## config.mk

```make
export PLATFORM = sky130hd
export DESIGN_NAME = hrst_ctrl
export DESIGN_NICKNAME = d
export VERILOG_FILES = /design/src/sv/hrst_pkg.sv /design/src/sv/hrst_ctrl.sv
export SDC_FILE = /design/constraint.sdc
export NUM_CORES = 1
export LEC_CHECK = 0
export BUFFER_PORTS_ARGS = -buffer_cell sky130_fd_sc_hd__buf_2
export CORE_MARGIN = 2
export CORE_UTILIZATION = 32
export DETAILED_ROUTE_END_ITERATION = 10
export PLACE_DENSITY = 0.64
export SLEW_MARGIN = 10
export SYNTH_ARGS = -nofsm -noshare
export SYNTH_HDL_FRONTEND = slang
export SYNTH_SLANG_ARGS = --single-unit
```

## constraint.sdc

```tcl
create_clock -name clk_i -period 1 [get_ports clk_i]
set_input_delay 0.05 -clock clk_i [delete_from_list [all_inputs] [get_ports clk_i]]
set_output_delay 0.05 -clock clk_i [all_outputs]
set_load 0.05 [all_outputs]
```

## src/sv/hrst_pkg.sv

```systemverilog
// ----------------------------------------------------------------------------
// hrst_pkg
// shared types and constants of the hash ring successor table
// ----------------------------------------------------------------------------
package hrst_pkg;

  localparam int unsigned RING_DEPTH = 256;
  localparam int unsigned IDX_W      = $clog2(RING_DEPTH);
  localparam int unsigned CNT_W      = IDX_W + 1;
  localparam int unsigned POINT_W    = 32;
  localparam int unsigned NODE_W     = 4;
  localparam int unsigned RANK_W     = 4;
  localparam int unsigned STATUS_W   = 2;

  localparam logic FUNC_INSERT = 1'b0;
  localparam logic FUNC_LOOKUP = 1'b1;

  localparam logic [STATUS_W-1:0] ST_DONE     = 2'd0;
  localparam logic [STATUS_W-1:0] ST_REPLACED = 2'd1;
  localparam logic [STATUS_W-1:0] ST_KEPT     = 2'd2;
  localparam logic [STATUS_W-1:0] ST_FULL     = 2'd3;

  typedef struct packed {
    logic [POINT_W-1:0] point;
    logic [NODE_W-1:0]  owner;
    logic [RANK_W-1:0]  rank;
  } entry_t;

  typedef struct packed {
    logic                load;
    logic                rd_mid;
    logic                step;
    logic                rd_sel;
    logic                rd_prev;
    logic                shift_init;
    logic                rd_shift;
    logic                wr_shift;
    logic                wr_new;
    logic                wr_coll;
    logic                set_res;
    logic                res_found;
    logic                res_own_mem;
    logic [STATUS_W-1:0] res_status;
    logic                ld_out;
  } cmd_t;

  typedef struct packed {
    logic srch_busy;
    logic is_lookup;
    logic empty;
    logic coll;
    logic keep;
    logic full;
    logic shift_done;
  } sts_t;

endpackage

```

## src/sv/hrst_ctrl.sv

```systemverilog
// ----------------------------------------------------------------------------
// hrst_ctrl
// sequencer for search, collision check, entry shift and result hand-off
// ----------------------------------------------------------------------------
module hrst_ctrl (
  input  logic           clk_i,
  input  logic           rst_ni,
  input  logic           in_valid_i,
  output logic           in_ready_o,
  output logic           out_valid_o,
  input  logic           out_ready_i,
  input  hrst_pkg::sts_t sts_i,
  output hrst_pkg::cmd_t cmd_o
);
  import hrst_pkg::*;

  localparam logic [2:0] S_IDLE = 3'd0;
  localparam logic [2:0] S_SRCH = 3'd1;
  localparam logic [2:0] S_CMP  = 3'd2;
  localparam logic [2:0] S_LKW  = 3'd3;
  localparam logic [2:0] S_CHK  = 3'd4;
  localparam logic [2:0] S_SHR  = 3'd5;
  localparam logic [2:0] S_SHW  = 3'd6;
  localparam logic [2:0] S_OUT  = 3'd7;

  logic [2:0] state_q, state_d;
  logic       out_valid_q, out_valid_d;

  assign in_ready_o  = state_q == S_IDLE;
  assign out_valid_o = out_valid_q;

  always_comb begin
    state_d = state_q;
    cmd_o   = '0;
    unique case (state_q)
      S_IDLE: begin
        if (in_valid_i) begin
          cmd_o.load = 1'b1;
          state_d    = S_SRCH;
        end
      end
      S_SRCH: begin
        priority if (sts_i.srch_busy) begin
          cmd_o.rd_mid = 1'b1;
          state_d      = S_CMP;
        end else if (sts_i.is_lookup && sts_i.empty) begin
          cmd_o.set_res    = 1'b1;
          cmd_o.res_status = ST_DONE;
          state_d          = S_OUT;
        end else if (sts_i.is_lookup) begin
          cmd_o.rd_sel = 1'b1;
          state_d      = S_LKW;
        end else begin
          cmd_o.rd_prev = 1'b1;
          state_d       = S_CHK;
        end
      end
      S_CMP: begin
        cmd_o.step = 1'b1;
        state_d    = S_SRCH;
      end
      S_LKW: begin
        cmd_o.set_res     = 1'b1;
        cmd_o.res_found   = 1'b1;
        cmd_o.res_own_mem = 1'b1;
        cmd_o.res_status  = ST_DONE;
        state_d           = S_OUT;
      end
      S_CHK: begin
        cmd_o.set_res = 1'b1;
        priority if (sts_i.coll && sts_i.keep) begin
          cmd_o.res_status = ST_KEPT;
          state_d          = S_OUT;
        end else if (sts_i.coll) begin
          cmd_o.wr_coll    = 1'b1;
          cmd_o.res_status = ST_REPLACED;
          state_d          = S_OUT;
        end else if (sts_i.full) begin
          cmd_o.res_status = ST_FULL;
          state_d          = S_OUT;
        end else begin
          cmd_o.set_res    = 1'b0;
          cmd_o.shift_init = 1'b1;
          state_d          = S_SHR;
        end
      end
      S_SHR: begin
        if (sts_i.shift_done) begin
          cmd_o.wr_new     = 1'b1;
          cmd_o.set_res    = 1'b1;
          cmd_o.res_status = ST_DONE;
          state_d          = S_OUT;
        end else begin
          cmd_o.rd_shift = 1'b1;
          state_d        = S_SHW;
        end
      end
      S_SHW: begin
        cmd_o.wr_shift = 1'b1;
        state_d        = S_SHR;
      end
      S_OUT: begin
        if (!out_valid_q || out_ready_i) begin
          cmd_o.ld_out = 1'b1;
          state_d      = S_IDLE;
        end
      end
      default: begin
        state_d = S_IDLE;
      end
    endcase
  end

  always_comb begin
    out_valid_d = out_valid_q;
    if (cmd_o.ld_out) begin
      out_valid_d = 1'b1;
    end else if (out_ready_i) begin
      out_valid_d = 1'b0;
    end
  end

  always_ff @(posedge clk_i or negedge rst_ni) begin
    if (!rst_ni) begin
      state_q     <= S_IDLE;
      out_valid_q <= 1'b0;
    end else begin
      state_q     <= state_d;
      out_valid_q <= out_valid_d;
    end
  end

`ifndef NO_ASSERTIONS
  a_accept_leaves_idle: assert property (@(posedge clk_i) disable iff (!rst_ni)
    (in_valid_i && in_ready_o) |=> (state_q == S_SRCH))
    else $error("accepted transaction did not start a search");

  a_no_result_overwrite: assert property (@(posedge clk_i) disable iff (!rst_ni)
    cmd_o.ld_out |-> (!out_valid_q || out_ready_i))
    else $error("pending result overwritten");

  a_single_write: assert property (@(posedge clk_i) disable iff (!rst_ni)
    $onehot0({cmd_o.wr_shift, cmd_o.wr_new, cmd_o.wr_coll}))
    else $error("more than one memory write in a cycle");
`endif

endmodule

```

### After elaboration in Yosys (flattened, before gate mapping)

Index checks and enable logic that the tools add are counted.
W data, S select, Z words.

| storage, ports and cells | value |
|---|---|
| bits in registers | 4 |
| output and inout port bits | 18 |
| logic and storage cells | 64 |

| operators by class | value |
|---|---|
| equality and inequality tests | 9 |
| mux-type cells | 46 |
| reductions and logical operators | 7 |

Operators by type and width:

| cell | number |
|---|---|
| $mux W1 | 27 |
| $pmux W3 S8 | 1 |
| $mux W3 | 7 |
| $mux W2 | 10 |
| $eq A3 B3 Y1 const B | 4 |
| $eq A3 B2 Y1 const B | 2 |
| $ne A2 B2 Y1 const B | 2 |
| $pmux W1 S4 | 1 |
| $eq A3 B1 Y1 const B | 1 |
| $logic_not A3 Y1 | 1 |
| $logic_and A1 B1 Y1 | 2 |
| $reduce_and A2 Y1 | 1 |
| $reduce_bool A2 Y1 | 1 |
| $logic_not A1 Y1 | 1 |
| $logic_or A1 B1 Y1 | 1 |

### Logic depth before layout (Yosys ltp)

| logic depth | value |
|---|---|
| word-level depth | 5 |
| mapped depth | 4 |
| mapped depth without buffers | 3 |

### Worst setup path after synthesis

OpenSTA, ideal clock, no wires.

| timing path | value |
|---|---|
| path kind | register -> output |
| from | reg state_q[2] |
| to | out cmd_o[15] in the netlist's numbering |
| arrival time | 2.266 ns |
| data required time | 0.950 ns |
| setup slack | -1.316 ns |
| cell stages (with the launch flop) | 4 |
| cells stage by stage | dfrtp_1 buf_2 nor3_1 and2_1 |

RTL lines:

| element | line | RTL |
|---|---|---|
| start, declared | hrst_ctrl.sv:26 | `logic [2:0] state_q, state_d;` |
| start signal, assigned | hrst_ctrl.sv:128 | `state_q <= state_d;` |
| end, declared | hrst_ctrl.sv:13 | `output hrst_pkg::cmd_t cmd_o` |

==> flow_summary.json <==
{
  "outcome": "finished with violations",
  "violations": "setup timing",
  "synth-main-ff-cell": "dfrtp_1",
  "setup_viol": 21,
  "antenna_found_initial": 0,
  "maxCapViolations": 0,
  "crit_fanout": 3,
  "die_w_um": 40.46,
  "crit_path_end_kind": "output port",
  "power_switching_mw": 2.141,
  "synthTopCellsByCount": "11 x nor2_1, 5 x nor3_1, 4 x dfrtp_1, 4 x nor3b_1",
  "numCtsBuffers": 3,
  "ir_drop_uv": 2750,
  "final_cells": 119,
  "fill_cells": 42,
  "h-tree-depth": 1,
  "antenna_left": 0,
  "async_flop_share_pct": 100.0,
  "dieArea_um2": 1637,
  "fin_crit_ns": 1.571,
  "worst_hold_path_type": "in2reg",
  "internal-power_mw": 1.907,
  "worst_slew_pin_slew_ns": 0.3353,
  "synth_cell_types": 26,
  "netlist_area_um2": 425.4,
  "drtIter0Drc": 18,
  "final_core_util_pct": 92.31,
  "p_leak_nw": 0.4966,
  "dp_hpwl_um": 1030,
  "clock_power_share_pct": 5.8,
  "synth_seq_area_share_pct": 23.53,
  "grt_max_degree": 11,
  "required_ns": 0.95,
  "relSlewSlack_pct": 77.01,
  "vias_per_cell": 5.353,
  "diodes": 0,
  "syn_avg_cell_area_um2": 7.878,
  "cts_buffer_depth": 2,
  "p_seq_share_pct": 8.8,
  "drive_above_1_share_pct": 87.50,
  "grt_pass1_wl_um": 2815,
  "pwr_density_cell_nw_per_um2": 3457,
  "post_dp_cell_area_um2": 807.0,
  "areaGrowthSynthToFinish_pct": 175.3,
  "yosysMostFrequentCell": "nor2_1",
  "io_pins": 29,
  "rsz0062_at_grt": "true",
  "p_sw_share_pct": 52.90,
  "synth_area_leader_cell": "dfrtp_1",
  "syn_nets": 65,
  "gp_congestion": 0.6711,
  "drt-total-wl_um": 2277,
  "dr.pass1.iters": 4,
  "core_area_um2": 1269,
  "clk_pin_slew_ns": 0.05,
  "start_util_pct": 33.53,
  "finalHoldViolCount": 0,
  "cts_sinks": 4,
  "worstPathArrival_ns": 1.52,
  "avgRoutedWirePerCell_um": 19.13,
  "place_inst": 109,
  "fin_nets": 116,
  "critPathKind": "reg2out",
  "max_freq_mhz": 636.4,
  "startpoint_type": "register",
  "core.rowCount": 13,
  "synth_area_leaders": "dfrtp_1 24%, nor2_1 9.7%, nor3b_1 7.1%",
  "die_h_um": 40.46,
  "portBuffers": 28,
  "multi_input_comb_area_um2": 538.0,
  "synth_edf_count": 0,
  "dr_total_vias": 637,
  "yosysTopAreaCellShare_pct": 23.53,
  "power.share.combinational_pct": 85.4,
  "grt-ovfl-total": 0,
  "skew_ns": 0.005268,
  "syn_inst": 54,
  "route.detailed.drc": 0,
  "synth.yosys.warnings": 0,
  "grt_pass1_vias": 598,
  "grt_util_all_layers_pct": 27.09,
  "slew_viol_final": 0,
  "layout_worst_path_cycle_share_pct": 157.1,
  "synth-seq-cells": 4,
  "root_buffer": "clkbuf_4",
  "setup_slack_ns": -0.5713,
  "clock_latency_ns": 0.24,
  "cts_tree": "built",
  "layout.cell_area.non_filler_um2": 1171,
  "seq_area_um2": 103.9
}
-- worst max-delay path, stage by stage, from the launching register on --
cell     delay, ns
dfrtp_2       0.41
inv_6         0.04
or3_4         0.39
nor4b_4       0.24
buf_6         0.20
-- through the flow --
stage / setup WS, ns / total power, mW / hold slack [ns] / TNS (ns)
global placement: -0.3504 / 2.588 / -0.1437 / -5.045
global route: -0.6000 / 4.199 / 0.1368 / -9.274
detailed placement: -0.3696 / 2.614 / -0.1384 / -5.370
CTS: -0.5485 / 3.747 / 0.1035 / -7.995
floorplan: -0.5710 / 2.056 / -0.2456 / -5.164
finish: -0.5713 / 4.048 / 0.1433 / -8.531
-- cell families after synthesis --
group / synth area share, %
buffers and inverters: 10.88
AND/OR/NAND/NOR: 46.47
multiplexers: 4.706
flip-flops: 23.53
AO/OA/AOI/OAI: 14.41
-- state kept, by name, indices dropped and copies added, names as in the netlist --
name / flops
state_q: 3
out_valid_o: 1
-- metal layers --
layer,vias up,wire length [um],GRT usage [%]
met2,29,1291,48.41
met1,308,832,31.10
li1,292,-,-
met5,-,0,0
met3,8,105,3.889
met4,0,47,12.50
-- placed cells by master, fill, tap and decap left out, drive strengths merged, types with 2 or more instances in the layout --
master   count
nor3         5
a2111oi      2
clkbuf       4
mux2i        2
and2         2
buf         50
nor3b        4
inv          2
nand2        3
nor2        11
nand2b       3
dfrtp        4
-- path summary, 6_finish.rpt --
kind	startpoint	to	slack, ns	depth (start not counted)
max reg2reg	state_q[0]$_DFFE_PN0P_	state_q[0]$_DFFE_PN0P_	-0.41	7
min reg2reg	out_valid_o$_DFFE_PN0P_	out_valid_o$_DFFE_PN0P_	0.72	2
min in group asynchronous	rst_ni	out_valid_o$_DFFE_PN0P_	0.18	2
min	out_ready_i	out_valid_o$_DFFE_PN0P_	0.14	3
max	state_q[0]$_DFFE_PN0P_	cmd_o[12]	-0.57	4
max in group asynchronous	rst_ni	state_q[0]$_DFFE_PN0P_	0.68	2
-- area by class of cell --
type                       instances  area share (%)
timing repair buffer              51           40.28
clock buffer                       4           2.244
inverter                           2           1.068
multi-input combinational         43           45.94
sequential                         4           8.868
tap                               15           1.603
-- timing repair --
action | in CTS | in global routing
hold buffers | 1 | 0
setup buffers | 5 | 1
gates resized for setup | 68 | 9
endpoints found under the setup margin | 21 | 21
hold endpoints to repair | 4 | 0
pin swaps | 7 | 4
-- power by group through the flow --
stage               clock network [mW]  registers [mW]  logic [mW]
floorplan                            0           0.380        1.68
global placement                     0           0.316        2.27
detailed placement                   0           0.320        2.29
CTS                              0.236           0.330        3.18
global route                     0.252           0.362        3.59
finish                           0.235           0.356        3.46
Note: power is estimated with default switching activity, not from simulation.
